==> src/rtl/bgd_pkg.sv <==
package bgd_pkg;

    // field and register widths
    localparam int PIX_W      = 8;
    localparam int CFG_DW     = 13;
    localparam int CFG_IW     = 2;
    localparam int NUM_BANKS  = 6;
    localparam int BANK_W     = 3;
    localparam int KERN       = 5;

    // register defaults
    localparam int WIDTH_RESET  = 390;
    localparam int HEIGHT_RESET = 300;

    // register indexes
    localparam logic [CFG_IW-1:0] CFG_WIDTH  = 2'd0;
    localparam logic [CFG_IW-1:0] CFG_HEIGHT = 2'd1;
    localparam logic [CFG_IW-1:0] CFG_PHASE  = 2'd2;

    // request opcodes
    localparam logic OP_PIXEL = 1'b0;
    localparam logic OP_FLUSH = 1'b1;

    typedef logic [PIX_W-1:0]  pix_t;
    typedef logic [BANK_W-1:0] bank_t;
    typedef pix_t [KERN-1:0]   col_t;   // index 0 is the top row
    typedef col_t [KERN-1:0]   win_t;   // index 0 is the leftmost column

    // color site of the center pixel, {row parity, column parity}
    typedef enum logic [1:0] {
        SITE_GR = 2'b00,
        SITE_R  = 2'b01,
        SITE_B  = 2'b10,
        SITE_GB = 2'b11
    } site_t;

    // per-request control carried down the pipe
    typedef struct packed {
        logic  emit;
        logic  frame_end;
        logic  c_first;
        logic  c_second;
        logic  c_penult;
        logic  c_last;
        site_t site;
    } ctrl_t;

    // ring bank plus a small signed offset, modulo the bank count
    function automatic bank_t bank_add(bank_t b, logic signed [2:0] off);
        logic signed [4:0] s;
        s = $signed({2'b00, b}) + $signed({{2{off[2]}}, off});
        if (s < 5'sd0)
            s = s + 5'(NUM_BANKS);
        else if (s >= 5'(NUM_BANKS))
            s = s - 5'(NUM_BANKS);
        return s[BANK_W-1:0];
    endfunction

endpackage

==> src/rtl/bgd_kernel.sv <==
module bgd_kernel (
    input  bgd_pkg::win_t  win,
    input  bgd_pkg::site_t site,
    output bgd_pkg::pix_t  red,
    output bgd_pkg::pix_t  green,
    output bgd_pkg::pix_t  blue
);
    import bgd_pkg::*;

    typedef logic signed [13:0] acc_t;

    // round to nearest, divide by 16, clamp to 0..255
    function automatic pix_t finish(acc_t v);
        acc_t t;
        t = v + 14'sd8;
        if (t < 14'sd0)
            return '0;
        else if (t[13:4] > 10'd255)
            return 8'd255;
        else
            return t[11:4];
    endfunction

    function automatic acc_t px(pix_t p);
        return $signed({6'b000000, p});
    endfunction

    acc_t ctr;
    acc_t h1;
    acc_t v1;
    acc_t h2;
    acc_t v2;
    acc_t dg;
    acc_t g_at_rb;
    acc_t opp;
    acc_t horiz;
    acc_t vert;
    pix_t cv;

    // neighbor sums, win[column][row]
    assign ctr = px(win[2][2]);
    assign h1  = px(win[1][2]) + px(win[3][2]);
    assign v1  = px(win[2][1]) + px(win[2][3]);
    assign h2  = px(win[0][2]) + px(win[4][2]);
    assign v2  = px(win[2][0]) + px(win[2][4]);
    assign dg  = px(win[1][1]) + px(win[3][1]) + px(win[1][3]) + px(win[3][3]);
    assign cv  = win[2][2];

    // gradient-corrected kernels, scaled by 16
    assign g_at_rb = (ctr <<< 3) + ((h1 + v1) <<< 2) - ((h2 + v2) <<< 1);
    assign opp     = (ctr <<< 3) + (ctr <<< 2) + (dg <<< 2)
                   - ((h2 + v2) <<< 1) - (h2 + v2);
    assign horiz   = (ctr <<< 3) + (ctr <<< 1) + (h1 <<< 3) - (h2 <<< 1)
                   - (dg <<< 1) + v2;
    assign vert    = (ctr <<< 3) + (ctr <<< 1) + (v1 <<< 3) - (v2 <<< 1)
                   - (dg <<< 1) + h2;

    // pick per site
    always_comb
    begin
        case (site)
            SITE_R:
            begin
                red   = cv;
                green = finish(g_at_rb);
                blue  = finish(opp);
            end
            SITE_B:
            begin
                red   = finish(opp);
                green = finish(g_at_rb);
                blue  = cv;
            end
            SITE_GR:
            begin
                red   = finish(horiz);
                green = cv;
                blue  = finish(vert);
            end
            default:
            begin
                red   = finish(vert);
                green = cv;
                blue  = finish(horiz);
            end
        endcase
    end

endmodule

==> config.mk <==
export PLATFORM = sky130hd
export DESIGN_NAME = bgd_kernel
export DESIGN_NICKNAME = d
export VERILOG_FILES = /design/src/rtl/bgd_pkg.sv /design/src/rtl/bgd_kernel.sv
export SDC_FILE = /design/constraint.sdc
export NUM_CORES = 1
export LEC_CHECK = 0
export BUFFER_PORTS_ARGS = -buffer_cell sky130_fd_sc_hd__clkbuf_2
export CORE_MARGIN = 4
export CORE_UTILIZATION = 50
export DETAILED_ROUTE_END_ITERATION = 12
export PLACE_DENSITY = 0.85
export SYNTH_ARGS = -nofsm -noshare
export SYNTH_HDL_FRONTEND = slang
export SYNTH_SLANG_ARGS = --single-unit
==> constraint.sdc <==
create_clock -name vclk -period 11
set_input_delay 1.1 -clock vclk [all_inputs]
set_output_delay 1.1 -clock vclk [all_outputs]
set_load 0.005 [all_outputs]
* Word level (Yosys, flattened, before mapping)
Cells that the tools add are included.
Word-level totals: bits in latches 0, output and inout port bits 24, word-level logic and storage cells 51, memory bits (writable) 0, flip-flop bits (word level) 0, memories 0, ROM bits 0
Operators by class: magnitude comparators 8, $mul 0, reductions and logical operators 2, equality and inequality tests 2, bitwise logic cells 0, shift-type cells 0, divide/modulo/power cells 0, $add $sub $neg 28, multiplexer cells 11
Operator list (number):
- 8-bit 2-to-1 mux | 9
- 14-bit by 5-bit adder with 14-bit output (second input constant) | 4
- 14-bit by 1-bit less-than comparator with 1-bit output (second input constant) | 4
- 8-bit case mux with 3 select lines | 2
- 8-bit by 8-bit adder with 9-bit output | 5
- 10-bit by 8-bit greater-than comparator with 1-bit output (second input constant) | 4
- 14-bit by 10-bit adder with 14-bit output | 2
- 14-bit by 11-bit subtractor with 14-bit output | 2
- 14-bit by 13-bit subtractor with 14-bit output | 2
- 14-bit subtractor | 2
- 9-bit by 9-bit adder with 10-bit output | 2
- 12-bit by 13-bit adder with 14-bit output | 1
- 14-bit by 13-bit adder with 14-bit output | 1
- 13-bit by 10-bit subtractor with 14-bit output | 1
- 11-bit by 12-bit adder with 13-bit output | 1
- 12-bit by 12-bit adder with 13-bit output | 1
- 11-bit by 10-bit adder with 12-bit output | 1
- 11-bit by 9-bit adder with 12-bit output | 1
- 10-bit by 8-bit adder with 11-bit output | 1
- 9-bit by 8-bit adder with 10-bit output | 1
- 2-bit by 1-bit equality test with 1-bit output (second input constant) | 1
- 2-bit equality test (second input constant) | 1
- 2-bit zero test | 1
- 2-bit OR reduction | 1

* Logic depth before layout (Yosys ltp)
Gate-level depths: netlist of run 1.
word-level depth 11, gate-level depth with buffers 29

* Least setup slack after synthesis of run 1
OpenSTA, ideal clock, no wires.
path type in2out, start input win[16] (netlist bit), end output blue[6], arrival time 7126 ps, path slack 2774 ps, required time 9900 ps, stages 26, cell sequence ha_1 -> fa_1 -> xor2_1 -> ha_1 -> o21ai_0 -> o21bai_1 -> a21o_1 -> maj3_1 -> a21oi_2 -> o21ai_1 -> a21o_1 -> fa_1 -> inv_1 -> fa_1 -> inv_1 -> fa_1 -> inv_1 -> ha_1 -> clkbuf_1 -> and3_1 -> a221o_1 -> a221oi_1 -> nand3_1 -> nor2_1 -> nor2_1 -> o31a_1
On the way: cells in the longest elaborated chain, start to end 9, elaborated cells on any way between the ends 24
Ends and longest elaborated chain:
- start, declared | line bgd_kernel.sv:2 | input bgd_pkg::win_t win,
- 8-bit by 8-bit adder with 9-bit output * | line bgd_kernel.sv:44 | assign h2 = px(win[0][2]) + px(win[4][2]);
- 14-bit by 11-bit subtractor with 14-bit output or 9-bit by 9-bit adder with 10-bit output (tied branches) | line bgd_kernel.sv:53, bgd_kernel.sv:52
- 14-bit by 13-bit subtractor with 14-bit output or 14-bit subtractor (tied branches) | line bgd_kernel.sv:54, bgd_kernel.sv:52
- 14-bit by 10-bit adder with 14-bit output or 14-bit by 11-bit subtractor with 14-bit output (tied branches) | line bgd_kernel.sv:54, bgd_kernel.sv:52
- 14-bit by 5-bit adder with 14-bit output | line bgd_kernel.sv:15 | t = v + 14'sd8;
- 10-bit by 8-bit greater-than comparator with 1-bit output | line bgd_kernel.sv:18 | else if (t[13:4] > 10'd255)
- 8-bit 2-to-1 mux | line bgd_kernel.sv:18
- 8-bit 2-to-1 mux | line bgd_kernel.sv:16 | if (t < 14'sd0)
- 8-bit case mux with 3 select lines * | line bgd_kernel.sv:61 | case (site)
- end, declared | line bgd_kernel.sv:6 | output bgd_pkg::pix_t blue
Every way passes the cells marked *; elsewhere a longest branch is shown, timed or not.

* Worst setup path in the final report of run 1
start input win[81] (netlist bit), end output red[2]
On the way: cells in the longest elaborated chain, start to end 9, elaborated cells on any way between the ends 24
Ends and longest elaborated chain:
- 8-bit by 8-bit adder with 9-bit output * | line bgd_kernel.sv:45 | assign v2 = px(win[2][0]) + px(win[2][4]);
- 13-bit by 10-bit subtractor with 14-bit output or 9-bit by 9-bit adder with 10-bit output (tied branches) | line bgd_kernel.sv:55, bgd_kernel.sv:52
- 14-bit by 13-bit subtractor with 14-bit output or 14-bit subtractor (tied branches) | line bgd_kernel.sv:56, bgd_kernel.sv:52
- 14-bit by 10-bit adder with 14-bit output or 14-bit by 11-bit subtractor with 14-bit output (tied branches) | line bgd_kernel.sv:56, bgd_kernel.sv:52
- 14-bit by 5-bit adder with 14-bit output | line bgd_kernel.sv:15
- 10-bit by 8-bit greater-than comparator with 1-bit output | line bgd_kernel.sv:18
- 8-bit 2-to-1 mux | line bgd_kernel.sv:18
- 8-bit 2-to-1 mux | line bgd_kernel.sv:16
- 8-bit case mux with 3 select lines * | line bgd_kernel.sv:61
- end, declared | line bgd_kernel.sv:4 | output bgd_pkg::pix_t red,
Marks and branches as above.

==> flow_summary_export.csv, run 1 <==
group,metric,value,unit
run_status,status,"finished clean",
placed_design,gp_congestion,0.9289,
global_route,first_global_vias,7875,
drt,drtIter0Drc,568,
global_route,grt_pass1_wl,36.57,mm
run,maxCapViolCount,0,
final_layout,nFillCells,1495,
placed_design,dp.cells,1397,
drt,drt_first_pass_iters,6,
placed_design,port_buffers,130,
drt,vias_per_cell,5.660,
sta,setup_ws,1.588,ns
final_layout,syn2layout_area_growth,10.17,%
global_route,antenna_found_initial,1,
logic_synthesis,yosys_warnings,0,
worst_setup_path,slowest_delay,0.54,ns
logic_synthesis,synth_area_leader_cell,"ha_1",
global_route,grt_util_all_layers,22.55,%
worst_setup_path,slowest_stage,"fa_1",
logic_synthesis,synthTopCellsByArea,"ha_1 24%, fa_1 21%, inv_1 9.7%",
die,die_w,139.1,µm
sta,final.setup.tns,0,ns
placed_design,place_worst_setup_slack,1.802,ns
logic_synthesis,synth_area,8596,µm²
logic_synthesis,yosys.area.top_type_share,24.45,%
drt,wl_per_cell,16.04,µm
placed_design,dpl_cell_area,9470,µm²
die,core_area,16700,µm²
final_layout,final-seq-area,0,µm²
sta,period_minus_slack,9.412,ns
sta,slew-limit-headroom,26.12,%
logic_synthesis,synth_cell_type_count,72,
clocking,hold_buffers,0,
final_layout,antennaDiodeCount,0,
worst_setup_path,critPathRequiredTime,9.90,ns
final_layout,final_cell_mix,"222 x inv_1, 168 x ha_1, 130 x clkbuf_2",
final_layout,drive_above_1_share,13.17,%
logic_synthesis,netlist_instances,1060,
logic_synthesis,ys_seq_area_share,0,%
drt,ant_nets,0,
clocking,post_cts_buffers,0,
die,die_area,19350,µm²
drt,vias,7907,
worst_setup_path,critPathArrivalTime,8.31,ns
final_layout,stdcell_count,1397,
worst_setup_path,crit_path_start,"win[81]",
sta,worst_pin_slew,1.099,ns
sta,rsz0062_at_grt,"no",
final_layout,num-clock-buffers,0,
sta,finalHoldViolations,0,
sta,max_freq,106.2,MHz
sta,drv_slew,0,
placed_design,dp_hpwl,20.00,mm
clocking,ctsResizeCount,0,
die,die_h,139.1,µm
min_path,hold_class,"input pin to output port",
die,io_pins,226,
worst_setup_path,critPathMostFrequentCell,"inv_1",
final_layout,design.seq.count,0,
final_layout,fin_nets,1640,
die,start_util,51.47,%
sta,min_period_over_period,85.57,%
worst_setup_path,critPathCapture,"red[2]",
logic_synthesis,syn_avg_cell_area,8.109,µm²
worst_setup_path,worstSetupPathType,"input pin to output port",
sta,finalSetupViolCount,0,
die,row_count,47,
drt,drc,0,
worst_setup_path,critical_path.max_fanout,8,
global_route,grt-ovfl-total,0,
final_layout,design_area,9470,µm²
logic_synthesis,synth_fp_nets,1521,
final_layout,final_common_cell,"inv_1",
worst_setup_path,end_kind,"output port",
global_route,grt_max_degree,29,
worst_setup_path,cp-start-kind,"input pin",
drt,wirelength,22.40,mm
cell families after synthesis:
logic type	synth area share, %
AO/OA/AOI/OAI	22.95
adder cells (fa/ha/maj)	45.76
buffers and inverters	10.38
AND/OR/NAND/NOR	11.37
XOR/XNOR	9.418
multiplexers	0.1165
worst max-delay path: cells and delay by family:
kind / cells / cell delay (ns)
AO/OA/AOI/OAI: 13 / 2.95
AND/OR/NAND/NOR: 3 / 0.57
buffers and inverters: 6 / 0.58
adder cells (fa/ha/maj): 6 / 2.65
XOR/XNOR: 1 / 0.43
cell usage after synthesis (3+ instances only):
cell      count
a21o_1       34
o31a_1        4
a221oi_2      3
buf_1         3
nor3_1       12
nand3_1      12
o211ai_1      9
or3_1         7
o31ai_1      11
and3_1       13
nor2_1       37
a22o_1        3
nand2_1      40
a211oi_1      6
o21ai_0      36
xnor2_1      57
nand3b_1      3
nor3b_1       4
ha_1        168
a31oi_1       9
a211o_1       5
o21bai_1     23
nor2b_1      10
or2_2         3
o21ai_1      22
a22oi_1       4
a21oi_1      80
xor2_1       28
nand2b_1     13
and2_1       13
nor4_1        4
inv_1       222
fa_1         91
clkbuf_1      8
a32oi_1      11
o21a_1        5
worst min-delay path by stage:
stage                     cells past startpoint      from  slack [ns]  endpoint
after global routing                          4   win[98]        2.71  green[2]
after floorplan                               2  win[103]        2.29  green[7]
after CTS                                     4   win[98]        2.66  green[2]
after global placement                        4  win[101]        2.64  green[5]
after detailed placement                      4  win[103]        2.66  green[7]
final                                         4  win[101]        2.67  green[5]
per-layer routing:
| layer | global-route usage (%) | wire [µm] | part of all wire (%) | vias to the layer above |
|---|---|---|---|---|
| li1 | - | - | - | 3861 |
| met1 | 29.83 | 9735 | 43 | 3700 |
| met2 | 39.40 | 10420 | 46 | 293 |
| met3 | 1.966 | 1452 | 6.5 | 51 |
| met4 | 6.488 | 786 | 3.5 | 2 |
| met5 | 0 | 12 | 0.054 | - |
through the flow:
stage | hold slack (ns) | utilization [%]
finish | 2.666 | 56.71
floorplan | 2.290 | -
global placement | 2.642 | 56.71
CTS | 2.664 | 56.71
detailed placement | 2.664 | 56.71
global route | 2.711 | 56.71
final cells by class:
| cell class | count | area (µm²) | area share, % |
|---|---|---|---|
| tap | 220 | 275.3 | 2.907 |
| inverter | 224 | 840.8 | 8.878 |
| timing repair buffer | 130 | 650.6 | 6.870 |
| multi-input combinational | 823 | 7704 | 81.35 |
Power of run 1 is not shown: default switching activity piles up to over one toggle a cycle in this logic, so the estimate is an artifact.
==> run 2, diff against run 1 <==
- CAP_MARGIN: default -> 20
- PLACE_DENSITY: 0.85 -> 0.76
==> run 2 against run 1 <==
Compared with the run above:
- maximum frequency increased by 1.5%
- count of clock-buffer cells in the layout unchanged
- non-clock buffer count is the same
- critical path depth up 1
- via count fell by 1.4%
- global-route usage decreased by 0.21 points
- worst hold slack lost 0.012 ns
- sequential cell count stayed put
- critical path type unchanged
==> flow_summary_export.csv, run 2 (synthesized netlist as in run 1, its figures left out) <==
group,metric,value,unit
run_status,status,"finished clean",
sta,setup_ws,1.723,ns
final_layout,final_common_cell,"inv_1",
drt,vias_per_cell,5.583,
global_route,antenna_found_initial,0,
global_route,grt_max_degree,29,
placed_design,place_worst_setup_slack,1.813,ns
final_layout,stdcell_count,1397,
final_layout,antennaDiodeCount,0,
sta,worst_pin_slew,1.022,ns
sta,drv_slew,0,
worst_setup_path,end_kind,"output port",
drt,ant_nets,0,
worst_setup_path,critical_path_buf_inv_count,7,
sta,slew-limit-headroom,31.29,%
final_layout,final-seq-area,0,µm²
final_layout,final_cell_mix,"222 x inv_1, 168 x ha_1, 130 x clkbuf_2",
final_layout,design.seq.count,0,
die,core_area,16700,µm²
sta,rsz0062_at_grt,"no",
sta,min_period_over_period,84.33,%
global_route,grt-ovfl-total,0,
global_route,first_global_vias,7465,
worst_setup_path,cp-start-kind,"input pin",
placed_design,dp.cells,1397,
die,row_count,47,
run,maxCapViolCount,0,
final_layout,fin_nets,1640,
drt,wl_per_cell,15.65,µm
worst_setup_path,critPathMostFrequentCell,"inv_1",
placed_design,gp_congestion,0.9384,
sta,period_minus_slack,9.277,ns
worst_setup_path,path_delay_family,"compound AO/OA/AOI/OAI gates",
drt,drc,0,
sta,final.setup.tns,0,ns
placed_design,dp_hpwl,19.59,mm
worst_setup_path,critPathArrivalTime,8.18,ns
placed_design,port_buffers,130,
sta,max_freq,107.8,MHz
drt,drtIter0Drc,540,
min_path,hold_class,"input pin to output port",
worst_setup_path,slowest_delay,0.53,ns
final_layout,drive_above_1_share,13.17,%
worst_setup_path,critical_path.max_fanout,8,
worst_setup_path,slowest_stage,"fa_1",
global_route,grt_util_all_layers,22.34,%
sta,finalHoldViolations,0,
die,die_area,19350,µm²
worst_setup_path,worstSetupPathType,"input pin to output port",
drt,vias,7800,
die,io_pins,226,
final_layout,syn2layout_area_growth,10.17,%
sta,finalSetupViolCount,0,
clocking,ctsResizeCount,0,
die,die_h,139.1,µm
clocking,hold_buffers,0,
clocking,post_cts_buffers,0,
global_route,grt_pass1_wl,36.00,mm
die,start_util,51.47,%
die,die_w,139.1,µm
final_layout,num-clock-buffers,0,
drt,drt_first_pass_iters,5,
drt,wirelength,21.87,mm
worst_setup_path,critPathRequiredTime,9.90,ns
==> run 2: per-stage QoR <==
stage	area [µm²]	hold WS (ns)	util (%)
after floorplan	8596	2.290	-
after detailed placement	9470	2.654	56.71
after global routing	9470	2.702	56.71
after global placement	9470	2.643	56.71
after CTS	9470	2.654	56.71
final	9470	2.653	56.71
==> run 2: cell type report <==
cell class	count	area, µm²
multi-input combinational	823	7704
fill	1606	7231
inverter	224	840.8
timing repair buffer	130	650.6
tap	220	275.3
==> run 2: worst paths after layout <==
path,cells after the start,startpoint,slack (ns),to
worst max-delay path,30,win[17],1.72,red[2]
worst min-delay path,4,win[98],2.65,green[2]
==> run 2: routing by layer <==
layer / up-vias / GRT usage, % / share of wire, % / routed length (µm)
li1: 3861 / - / - / -
met1: 3690 / 31.04 / 45 / 9867
met2: 227 / 40.27 / 48 / 10590
met3: 22 / 0.6897 / 5.4 / 1172
met4: 0 / 2.266 / 1.1 / 238
met5: - / 0 / 0 / 0
Power of run 2 is left out for the same reason.
